[src/rtl/core/varint_tag_value_message_decoder_assert.svh]
// Assertion shorthands for the message decoder. Each use expects clk and arst_n in scope.
`ifndef VARINT_TAG_VALUE_MESSAGE_DECODER_ASSERT_SVH
`define VARINT_TAG_VALUE_MESSAGE_DECODER_ASSERT_SVH

// Consequent checked in the same cycle as the antecedent.
`define VTVD_ASSERT_NOW(label, ante, cons, msg) \
	label: assert property (@(posedge clk) disable iff (!arst_n) (ante) |-> (cons)) \
		else $error(msg);

// Consequent checked in the cycle after the antecedent.
`define VTVD_ASSERT_NEXT(label, ante, cons, msg) \
	label: assert property (@(posedge clk) disable iff (!arst_n) (ante) |=> (cons)) \
		else $error(msg);

`endif

[src/rtl/core/vtvd_pkg.sv]
`timescale 1ns / 1ps
`default_nettype none

package vtvd_pkg;

	localparam int unsigned VarintMaxBytes = 10;
	localparam int unsigned CntW           = 4;
	localparam int unsigned AccW           = 64;

	// Field numbers carried in a tag.
	localparam logic [2:0] FieldMouseX = 3'd1;
	localparam logic [2:0] FieldMouseY = 3'd2;
	localparam logic [2:0] FieldMouseZ = 3'd3;
	localparam logic [2:0] FieldLeft   = 3'd4;
	localparam logic [2:0] FieldRight  = 3'd5;
	localparam logic [2:0] FieldKeys   = 3'd6;
	localparam logic [2:0] FieldExtra  = 3'd7;

	typedef struct packed {
		logic signed [15:0] mouse_x;
		logic signed [15:0] mouse_y;
		logic signed [15:0] mouse_z;
		logic               left_button;
		logic               right_button;
		logic [15:0]        key_mask;
		logic [15:0]        extra_bits;
	} vtvd_rec_t;

	// View of the varint after merging the current byte.
	typedef struct packed {
		logic            done;
		logic            cont;
		logic            overflow;
		logic [AccW-1:0] value;
	} vtvd_vint_t;

	// Control from the message tracker to the varint assembler.
	typedef struct packed {
		logic take;
		logic clear;
	} vtvd_ctl_t;

	typedef struct packed {
		logic      decode_ok;
		vtvd_rec_t rec;
	} vtvd_result_t;

endpackage

`default_nettype wire

[src/rtl/core/vtvd_if.sv]
`timescale 1ns / 1ps
`default_nettype none

interface vtvd_byte_if;
	logic       valid;
	logic       ready;
	logic [7:0] byte_in;
	logic       last_byte;

	modport source (output valid, output byte_in, output last_byte, input ready);
	modport sink (input valid, input byte_in, input last_byte, output ready);
endinterface

interface vtvd_rec_if;
	logic               valid;
	logic               ready;
	logic               decode_ok;
	logic signed [15:0] mouse_x;
	logic signed [15:0] mouse_y;
	logic signed [15:0] mouse_z;
	logic               left_button;
	logic               right_button;
	logic [15:0]        key_mask;
	logic [15:0]        extra_bits;

	modport source (output valid, output decode_ok, output mouse_x, output mouse_y,
		output mouse_z, output left_button, output right_button, output key_mask,
		output extra_bits, input ready);
	modport sink (input valid, input decode_ok, input mouse_x, input mouse_y,
		input mouse_z, input left_button, input right_button, input key_mask,
		input extra_bits, output ready);
endinterface

`default_nettype wire

[src/rtl/core/vtvd_varint.sv]
`timescale 1ns / 1ps
`default_nettype none

module vtvd_varint import vtvd_pkg::*; (
	input  wire logic       clk,
	input  wire logic       arst_n,
	input  wire logic [7:0] byte_in,
	input  wire vtvd_ctl_t  ctl,
	output vtvd_vint_t      vint
);

	logic [AccW-1:0] acc_q;
	logic [CntW-1:0] cnt_q;
	logic [6:0]      shamt;
	logic [AccW-1:0] shifted;

	// 7 * count as 8 * count - count
	assign shamt   = {cnt_q, 3'b000} - {3'b000, cnt_q};
	assign shifted = {{(AccW-7){1'b0}}, byte_in[6:0]} << shamt;

	always_comb begin
		vint.value    = acc_q | shifted;
		vint.cont     = byte_in[7];
		vint.done     = !byte_in[7];
		vint.overflow = byte_in[7] && (cnt_q == CntW'(VarintMaxBytes - 1));
	end

	always_ff @(posedge clk or negedge arst_n) begin
		if (!arst_n) begin
			acc_q <= '0;
			cnt_q <= '0;
		end else if (ctl.clear) begin
			acc_q <= '0;
			cnt_q <= '0;
		end else if (ctl.take) begin
			if (byte_in[7]) begin
				acc_q <= vint.value;
				cnt_q <= cnt_q + CntW'(1);
			end else begin
				acc_q <= '0;
				cnt_q <= '0;
			end
		end
	end

endmodule

`default_nettype wire

[src/rtl/core/vtvd_msg.sv]
`timescale 1ns / 1ps
`default_nettype none

module vtvd_msg import vtvd_pkg::*; (
	input  wire logic       clk,
	input  wire logic       arst_n,
	input  wire logic       step,
	input  wire logic       last,
	input  wire vtvd_vint_t vint,
	output vtvd_ctl_t       ctl,
	output vtvd_result_t    result
);

	logic       phase_q;
	logic [2:0] field_q;
	vtvd_rec_t  work_q;
	vtvd_rec_t  held_q;
	logic       any_q;
	logic       err_q;

	logic       phase_n;
	logic [2:0] field_n;
	vtvd_rec_t  work_n;
	logic       any_n;
	logic       err_n;
	logic       take;
	logic       tag_bad;
	logic       nonzero;
	logic [15:0] sat;
	logic       fail;
	logic       ok;

	// Saturate a signed 32-bit word to 16 bits.
	function automatic logic [15:0] sat16(input logic [31:0] u);
		logic [15:0] r;
		if (!u[31]) begin
			r = (u[30:15] != 16'h0000) ? 16'h7FFF : u[15:0];
		end else begin
			r = (u[30:15] != 16'hFFFF) ? 16'h8000 : u[15:0];
		end
		return r;
	endfunction

	assign take    = step && !err_q;
	assign tag_bad = (vint.value[2:0] != 3'd0) || (vint.value[34:6] != '0)
		|| (vint.value[5:3] == 3'd0);
	assign nonzero = |vint.value;
	assign sat     = sat16(vint.value[31:0]);

	always_comb begin
		phase_n = phase_q;
		field_n = field_q;
		work_n  = work_q;
		any_n   = any_q;
		err_n   = err_q;
		if (take) begin
			if (vint.overflow) begin
				err_n = 1'b1;
			end
			if (vint.done) begin
				if (!phase_q) begin
					if (tag_bad) begin
						err_n = 1'b1;
					end else begin
						field_n = vint.value[5:3];
						phase_n = 1'b1;
					end
				end else begin
					phase_n = 1'b0;
					any_n   = 1'b1;
					case (field_q)
						FieldMouseX: work_n.mouse_x      = sat;
						FieldMouseY: work_n.mouse_y      = sat;
						FieldMouseZ: work_n.mouse_z      = sat;
						FieldLeft:   work_n.left_button  = nonzero;
						FieldRight:  work_n.right_button = nonzero;
						FieldKeys: begin
							work_n.key_mask   = vint.value[15:0];
							work_n.extra_bits = vint.value[31:16];
						end
						FieldExtra:  work_n.extra_bits[0] = nonzero;
						default: begin
							err_n = 1'b1;
							any_n = any_q;
						end
					endcase
				end
			end
		end
	end

	// Truncated varint or a tag without its value fails the message.
	assign fail = err_n || (take && vint.cont) || phase_n;
	assign ok   = !fail && any_n;

	always_comb begin
		ctl.take         = take;
		ctl.clear        = step && last;
		result.decode_ok = ok;
		result.rec       = ok ? work_n : held_q;
	end

	always_ff @(posedge clk or negedge arst_n) begin
		if (!arst_n) begin
			phase_q <= 1'b0;
			field_q <= '0;
			work_q  <= '0;
			held_q  <= '0;
			any_q   <= 1'b0;
			err_q   <= 1'b0;
		end else if (step) begin
			if (last) begin
				phase_q <= 1'b0;
				field_q <= '0;
				work_q  <= '0;
				any_q   <= 1'b0;
				err_q   <= 1'b0;
				held_q  <= result.rec;
			end else begin
				phase_q <= phase_n;
				field_q <= field_n;
				work_q  <= work_n;
				any_q   <= any_n;
				err_q   <= err_n;
			end
		end
	end

endmodule

`default_nettype wire

[src/rtl/core/varint_tag_value_message_decoder.sv]
// Streaming decoder for a small tag/value message of base-128 varints.
// byte_ch: one message byte per transfer, last_byte set on the final byte.
// rec_ch: one transfer per message, issued for its final byte only. It carries
//   decode_ok and the held record (mouse x/y/z, buttons, key mask, extra bits).
//   A failed message leaves the held record as it was and reports decode_ok 0.
// Throughput: one byte per cycle while no final byte waits in s1, through the
//   s1 input register and a single pass of varint merge plus field update into
//   the result register.
// Stall: while rec_ch is stalled, non-final bytes keep flowing; a final byte
//   waits in s1 and byte_ch drops ready until the result register frees up.
// Reset: arst_n clears the varint state, the working and held records, and
//   both valid flags; the first message after reset starts on a clean state.
`timescale 1ns / 1ps
`default_nettype none
`include "varint_tag_value_message_decoder_assert.svh"

module varint_tag_value_message_decoder import vtvd_pkg::*; (
	input wire logic    clk,
	input wire logic    arst_n,
	vtvd_byte_if.sink   byte_ch,
	vtvd_rec_if.source  rec_ch
);

	// Input stage
	logic         valid_s1;
	logic [7:0]   byte_s1;
	logic         last_s1;

	// Result register
	logic         res_valid_q;
	vtvd_result_t res_q;

	logic         out_free;
	logic         adv_s1;
	logic         res_wr;
	vtvd_vint_t   vint;
	vtvd_ctl_t    ctl;
	vtvd_result_t result;

	// A final byte needs room in the result register; other bytes always advance.
	assign out_free      = !res_valid_q || rec_ch.ready;
	assign adv_s1        = valid_s1 && (!last_s1 || out_free);
	assign res_wr        = adv_s1 && last_s1;
	assign byte_ch.ready = !valid_s1 || adv_s1;

	always_ff @(posedge clk or negedge arst_n) begin
		if (!arst_n) begin
			valid_s1 <= 1'b0;
		end else if (byte_ch.ready) begin
			valid_s1 <= byte_ch.valid;
		end
	end

	// Capture payload on each accepted transfer.
	always_ff @(posedge clk) begin
		if (byte_ch.valid && byte_ch.ready) begin
			byte_s1 <= byte_ch.byte_in;
			last_s1 <= byte_ch.last_byte;
		end
	end

	vtvd_varint u_varint (
		.clk     (clk),
		.arst_n  (arst_n),
		.byte_in (byte_s1),
		.ctl     (ctl),
		.vint    (vint)
	);

	vtvd_msg u_msg (
		.clk    (clk),
		.arst_n (arst_n),
		.step   (adv_s1),
		.last   (last_s1),
		.vint   (vint),
		.ctl    (ctl),
		.result (result)
	);

	// Hold the result until the receiver takes it.
	always_ff @(posedge clk or negedge arst_n) begin
		if (!arst_n) begin
			res_valid_q <= 1'b0;
		end else if (res_wr) begin
			res_valid_q <= 1'b1;
		end else if (rec_ch.ready) begin
			res_valid_q <= 1'b0;
		end
	end

	always_ff @(posedge clk) begin
		if (res_wr) begin
			res_q <= result;
		end
	end

	assign rec_ch.valid        = res_valid_q;
	assign rec_ch.decode_ok    = res_q.decode_ok;
	assign rec_ch.mouse_x      = res_q.rec.mouse_x;
	assign rec_ch.mouse_y      = res_q.rec.mouse_y;
	assign rec_ch.mouse_z      = res_q.rec.mouse_z;
	assign rec_ch.left_button  = res_q.rec.left_button;
	assign rec_ch.right_button = res_q.rec.right_button;
	assign rec_ch.key_mask     = res_q.rec.key_mask;
	assign rec_ch.extra_bits   = res_q.rec.extra_bits;

	// A stalled final byte stays in s1 until its result can be written.
	`VTVD_ASSERT_NEXT(a_stalled_last_kept, valid_s1 && last_s1 && !out_free, valid_s1 && last_s1, "final byte lost while output stalled")
	// A result written is presented in the next cycle.
	`VTVD_ASSERT_NEXT(a_result_shown, res_wr, rec_ch.valid, "written result not presented")
	// A taken result is not presented again unless a new one was written.
	`VTVD_ASSERT_NEXT(a_result_not_repeated, rec_ch.valid && rec_ch.ready && !res_wr, !rec_ch.valid, "result repeated after transfer")
	// Only a final byte may write the result register.
	`VTVD_ASSERT_NOW(a_write_on_last, res_wr, valid_s1 && last_s1 && out_free, "result written without a final byte")

endmodule

`default_nettype wire

[src/flat_wrapper.sv]
// flat-port wrapper written by rule: the top's interface ports become plain ports
module varint_tag_value_message_decoder_flat import vtvd_pkg::*;
  (clk, arst_n, byte_ch_valid, byte_ch_byte_in, byte_ch_last_byte, byte_ch_ready, rec_ch_valid, rec_ch_decode_ok, rec_ch_mouse_x, rec_ch_mouse_y, rec_ch_mouse_z, rec_ch_left_button, rec_ch_right_button, rec_ch_key_mask, rec_ch_extra_bits, rec_ch_ready);
  vtvd_byte_if byte_ch_i ();
  vtvd_rec_if rec_ch_i ();
  input wire logic clk;
  input wire logic arst_n;
  input wire logic [$bits(byte_ch_i.valid)-1:0] byte_ch_valid;
  input wire logic [$bits(byte_ch_i.byte_in)-1:0] byte_ch_byte_in;
  input wire logic [$bits(byte_ch_i.last_byte)-1:0] byte_ch_last_byte;
  output wire logic [$bits(byte_ch_i.ready)-1:0] byte_ch_ready;
  output wire logic [$bits(rec_ch_i.valid)-1:0] rec_ch_valid;
  output wire logic [$bits(rec_ch_i.decode_ok)-1:0] rec_ch_decode_ok;
  output wire logic [$bits(rec_ch_i.mouse_x)-1:0] rec_ch_mouse_x;
  output wire logic [$bits(rec_ch_i.mouse_y)-1:0] rec_ch_mouse_y;
  output wire logic [$bits(rec_ch_i.mouse_z)-1:0] rec_ch_mouse_z;
  output wire logic [$bits(rec_ch_i.left_button)-1:0] rec_ch_left_button;
  output wire logic [$bits(rec_ch_i.right_button)-1:0] rec_ch_right_button;
  output wire logic [$bits(rec_ch_i.key_mask)-1:0] rec_ch_key_mask;
  output wire logic [$bits(rec_ch_i.extra_bits)-1:0] rec_ch_extra_bits;
  input wire logic [$bits(rec_ch_i.ready)-1:0] rec_ch_ready;
  assign byte_ch_i.valid = byte_ch_valid;
  assign byte_ch_i.byte_in = byte_ch_byte_in;
  assign byte_ch_i.last_byte = byte_ch_last_byte;
  assign byte_ch_ready = byte_ch_i.ready;
  assign rec_ch_valid = rec_ch_i.valid;
  assign rec_ch_decode_ok = rec_ch_i.decode_ok;
  assign rec_ch_mouse_x = rec_ch_i.mouse_x;
  assign rec_ch_mouse_y = rec_ch_i.mouse_y;
  assign rec_ch_mouse_z = rec_ch_i.mouse_z;
  assign rec_ch_left_button = rec_ch_i.left_button;
  assign rec_ch_right_button = rec_ch_i.right_button;
  assign rec_ch_key_mask = rec_ch_i.key_mask;
  assign rec_ch_extra_bits = rec_ch_i.extra_bits;
  assign rec_ch_i.ready = rec_ch_ready;
  varint_tag_value_message_decoder u_core (.clk(clk), .arst_n(arst_n), .byte_ch(byte_ch_i), .rec_ch(rec_ch_i));
endmodule
[config.mk]
export PLATFORM = sky130hd
export DESIGN_NAME = varint_tag_value_message_decoder_flat
export DESIGN_NICKNAME = d
export VERILOG_FILES = /design/src/rtl/core/vtvd_pkg.sv /design/src/rtl/core/vtvd_if.sv /design/src/rtl/core/vtvd_varint.sv /design/src/rtl/core/vtvd_msg.sv /design/src/rtl/core/varint_tag_value_message_decoder.sv /design/src/flat_wrapper.sv
export VERILOG_INCLUDE_DIRS = /design/src /design/src/rtl/core
export SDC_FILE = /design/constraint.sdc
export NUM_CORES = 1
export LEC_CHECK = 0
export BUFFER_PORTS_ARGS = -buffer_cell sky130_fd_sc_hd__buf_2
export CAP_MARGIN = 0
export CORE_MARGIN = 2
export CORE_UTILIZATION = 55
export DETAILED_ROUTE_END_ITERATION = 12
export GPL_TIMING_DRIVEN = 1
export PLACE_DENSITY_LB_ADDON = 0.15
export REMOVE_ABC_BUFFERS = 1
export SYNTH_ARGS = -nofsm -noshare
export SYNTH_HDL_FRONTEND = slang
export SYNTH_HIERARCHICAL = 1
export SYNTH_SLANG_ARGS = --single-unit
[constraint.sdc]
create_clock -name clk -period 7.7 [get_ports clk]
set_input_delay 0 -clock clk [delete_from_list [all_inputs] [get_ports clk]]
set_output_delay 0 -clock clk [all_outputs]
set_load 0.01 [all_outputs]
==> results by group <==
STA
  • RSZ-0062 raised after global routing: no
  • Slew @ Worst Pin: 1.19 ns
  • Hold Vio Cnt, Final: 0
  • Achievable Freq: 0.157 GHz
  • Worst rel slew slack: 0.209
  • Max-slew violations: 0
  • Setup violations, final: 0
  • TNS Setup: 0 ns
  • WHS: roughly 0.055 ns
  • Final period util: 0.825
  • Clk_skew: roughly 0.032 ns
  • Crit path time final: between 6 and 7 ns
  • Post-route setup slack: roughly 1.3 ns

Die
  • Die Wd: approximately 170 um
  • # rows: a little over 60
  • Core box area: approximately 29000 um2
  • Initial Util: 0.560
  • DIE HEIGHT: around 170 um
  • Die footprint: between 30000 and 40000 um2
  • I/O pin cnt: 98

Route
  • Routed via count: 10800
  • Starting DRT DRC Count: ~940
  • Routed WL per cell: approximately 22 um
  • DRC viols: 0
  • Vias per std cell: 6.13
  • DRT Pass-1 Iters: 5
  • Total wire length: ~38 mm
  • ANT nets after route: 0

Global route
  • Grt ovf: 0
  • Global-route wire length before repair: approximately 62 mm
  • Antenna violations before repair: 0
  • GRT busiest layer: met2
  • Tot GR Track Use: 0.254
  • GR Layer Usage met2: 0.390
  • Pin count of the biggest net entering global routing: 91
  • GRT met1 Usage: 0.382
  • Vias in the first global route: 10800
  • M3 GR Usage: 0.0389

Placement
  • RD Place Congestion: between 0.8 and 0.9
  • Number of buffers added on ports: just under 100
  • Pre-CTS WS: between 1 and 1.5 ns
  • Detailed Place HPWL: between 20 and 25 mm

Min path
  • HP Class: input port to async pin

Layout
  • Filler cell count: between 2000 and 2500
  • Post-layout util: 0.630
  • Layout Nets: 1378
  • Area of the multi-input gates: between 6000 and 7000 um2
  • N_diodes: 0
  • Storage cell area: 8770 um2
  • Area Growth Syn to Fin: 12.6%
  • Layout cell share with drive strength beyond 1: 0.251

Synthesis
  • Most used DFF post-synth: dfrtp_1
  • Synth Instances: 1278
  • Synth unique cells: just under 80
  • Synth top area share: 0.374
  • Number of flops mapped to enable cells by yosys: just over 90
  • Syn_area_per_cell: 12.6 um2
  • Leading area contributor after synthesis: dfrtp_1
  • Most common cell in the synthesized netlist: dfrtp_1
  • Ranking of synthesized cells by area: dfrtp_1 37%, edfxtp_1 17%, mux2_4 7.5%, mux2_1 5.3%, a22o_1 4.8%
  • Yosys warns: 6
  • Syn Std Cell Area: about 16000 um2
  • Most common library cells after synthesis: 240 x dfrtp_1, 92 x edfxtp_1, 88 x a22o_1
  • Seq/Total Area, Yosys: 0.546
  • Synthesis-stage register bit count: between 300 and 400
  • Post-synth ARST share: 0.723

Critical path
  • Reg2reg setup slack: ~1.3 ns
  • RR Startpoint: u_core/u_varint/cnt_q[1]
  • Slowest-stage cell, CP: or4b_4
  • Critical Path Source Type: flop
  • Crit end category: flop
  • CP Cell Sequence: clkinv_1 > ha_1 > mux2_2 > a22oi_1 > a21oi_1 > nand2_1 > o21bai_1 > nor4_1 > nand4_1 > nor2_1 > a31oi_1 > or4b_4 > buf_12 > mux2_4
  • CP max stage delay: between 0.8 and 0.9 ns
  • CP max FO: 48
  • Worst EP arrival: 6.75 ns
  • R2r worst-path depth: 14
  • Critical path class: flop to flop
  • Worst path required time: slightly above 8 ns
  • Worst r2r dst: u_core/u_msg/held_q[5]

Power
  • Max IR drop VDD: roughly 0.15 mV
  • Power share of the combinational group: 0.219
  • Seq pwr share: 0.410
  • Int Power: between 3 and 4 mW
  • Pwr dens: 258 nW/um2
  • Lkg Pwr: ~8.5 nW
  • Net Sw Frac: 0.317
  • Clock network fraction of design power: 0.370
  • Psw: 1.48 mW

CTS
  • Worst-path clk slew: around 0.060 ns
  • Clock latency on the worst-skew pair: 0.53 ns
  • Num CTS Buffers: 34
  • Clock sink count: approximately 330
  • CTS tree: yes
  • CTS resizes: 0
  • H-tree Lvls: 2
  • Max Root-Sink Buffers: 3
  • CTS root buffer: clkbuf_16

Status
  • Run status: finished clean

Run
  • MaxCap Viol Count: 0
final cells by class:
type / instances / area share
repair buffers: 135 / 0.0456
clock buffers: 46 / 0.0542
inverters: 18 / 0.00373
flip-flops and latches: 332 / 0.485
well taps: 384 / 0.0266
clock inverters: 15 / 0.0111
multi-input cells: 840 / 0.374
routing by layer:
metal / part of all wire / up-vias / wire, um
li1: - / 4942 / -
met1: 0.47 / 5494 / 17800
met2: 0.45 / 350 / 17200
met3: 0.059 / 57 / 2230
met4: 0.022 / 0 / 829
met5: 0 / - / 0
worst max path at each step:
| stage | from | endpoint | slack [ns] | depth (start not counted) |
|---|---|---|---|---|
| 3_3_place_gp | u_core/u_varint/cnt_q[1] | u_core/u_msg/held_q[31] | 1.64 | 14 |
| 5_1_grt | u_core/u_varint/cnt_q[1] | u_core/u_msg/held_q[31] | 0.96 | 14 |
| 4_1_cts | u_core/u_varint/cnt_q[1] | u_core/u_msg/held_q[31] | 1.47 | 14 |
| 2_1_floorplan | u_core/u_varint/cnt_q[0] | u_core/rec_ch.mouse_x[10] | 1.31 | 10 |
| 3_5_place_dp | u_core/u_varint/cnt_q[1] | u_core/u_msg/held_q[15] | 1.48 | 14 |
| 6_report | u_core/u_varint/cnt_q[1] | u_core/u_msg/held_q[5] | 1.34 | 14 |
sequential cells by signal, summed over array words and instances (netlist names), 3 cells and up:
signal / flops
u_core/byte_s1: 8
u_core/rec_ch.extra_bits: 16
u_core/rec_ch.key_mask: 16
u_core/rec_ch.mouse_x: 16
u_core/rec_ch.mouse_y: 16
u_core/rec_ch.mouse_z: 16
u_core/u_msg/field_q: 3
u_core/u_msg/held_q: 82
u_core/u_msg/work_q: 82
u_core/u_varint/acc_q: 64
u_core/u_varint/cnt_q: 4
layout by cell type (no fill, tap or decap), drive strengths merged, types with 8 or more instances in the layout:
cell type | netlist | final
edfxtp | 92 | 92
and2 | 8 | 8
a21o | 28 | 28
o21bai | 27 | 27
a21oi | 61 | 61
nor4 | 16 | 16
nand2b | 9 | 9
nand3 | 12 | 12
inv | 17 | 17
nor3 | 21 | 21
nor2 | 82 | 82
mux2i | 11 | 11
nand4 | 9 | 9
nor2b | 19 | 19
nand2 | 75 | 75
dfrtp | 240 | 240
mux2 | 202 | 202
clkbuf | 53 | 46
a22o | 88 | 88
buf | 35 | 122
a31o | 18 | 18
o22ai | 8 | 8
o21ai | 37 | 37
clkinv | 1 | 11
dlygate4sd3 | 0 | 13
through the flow:
| step | std cells | area [um2] | total power, mW |
|---|---|---|---|
| 2_1_floorplan | 1190 | 15500 | 2.56 |
| 3_3_place_gp | 1696 | 16800 | 2.95 |
| 3_5_place_dp | 1696 | 16800 | 2.95 |
| 4_1_cts | 1770 | 18100 | 4.69 |
| 5_1_grt | 1770 | 18100 | 4.86 |
| 6_report | 1770 | 18100 | 4.68 |
power by group through the flow:
stage          combinational [mW]  clock, mW  sequential [mW]
6_report                     1.03       1.73             1.92
5_1_grt                      1.10       1.83             1.93
3_5_place_dp                0.998          0             1.95
4_1_cts                      1.01       1.76             1.92
2_1_floorplan               0.603          0             1.95
3_3_place_gp                0.996          0             1.95
kinds of logic (layout without fill, tap and decap cells):
logic type | count (synthesis) | in the layout | share of synthesized area
xor+xnor | 5 | 5 | 0.00319
buf+inv | 106 | 214 | 0.0363
compound gates | 330 | 330 | 0.150
fa+ha+maj | 4 | 4 | 0.00312
mux | 217 | 217 | 0.173
simple gates | 284 | 284 | 0.0891
flops | 332 | 332 | 0.546
worst max-delay path: cells and delay by family (launching register included):
kind                       cells  cell delay, ns
DFF                            1            0.74
and+or+nand+nor                5            1.94
muxes                          2            0.76
adders and majority gates      1            0.74
buffers and inverters          2            0.77
AOI/OAI and AO/OA              4            1.18
what timing repair did:
action | 4_1_cts | 5_1_grt
endpoints found under the hold margin | 99 | 0
hold buffers | 13 | 0
buffers inserted | 0 | 0
setup endpoints to repair | 0 | 0
Note: power is estimated with default switching activity, not from simulation.
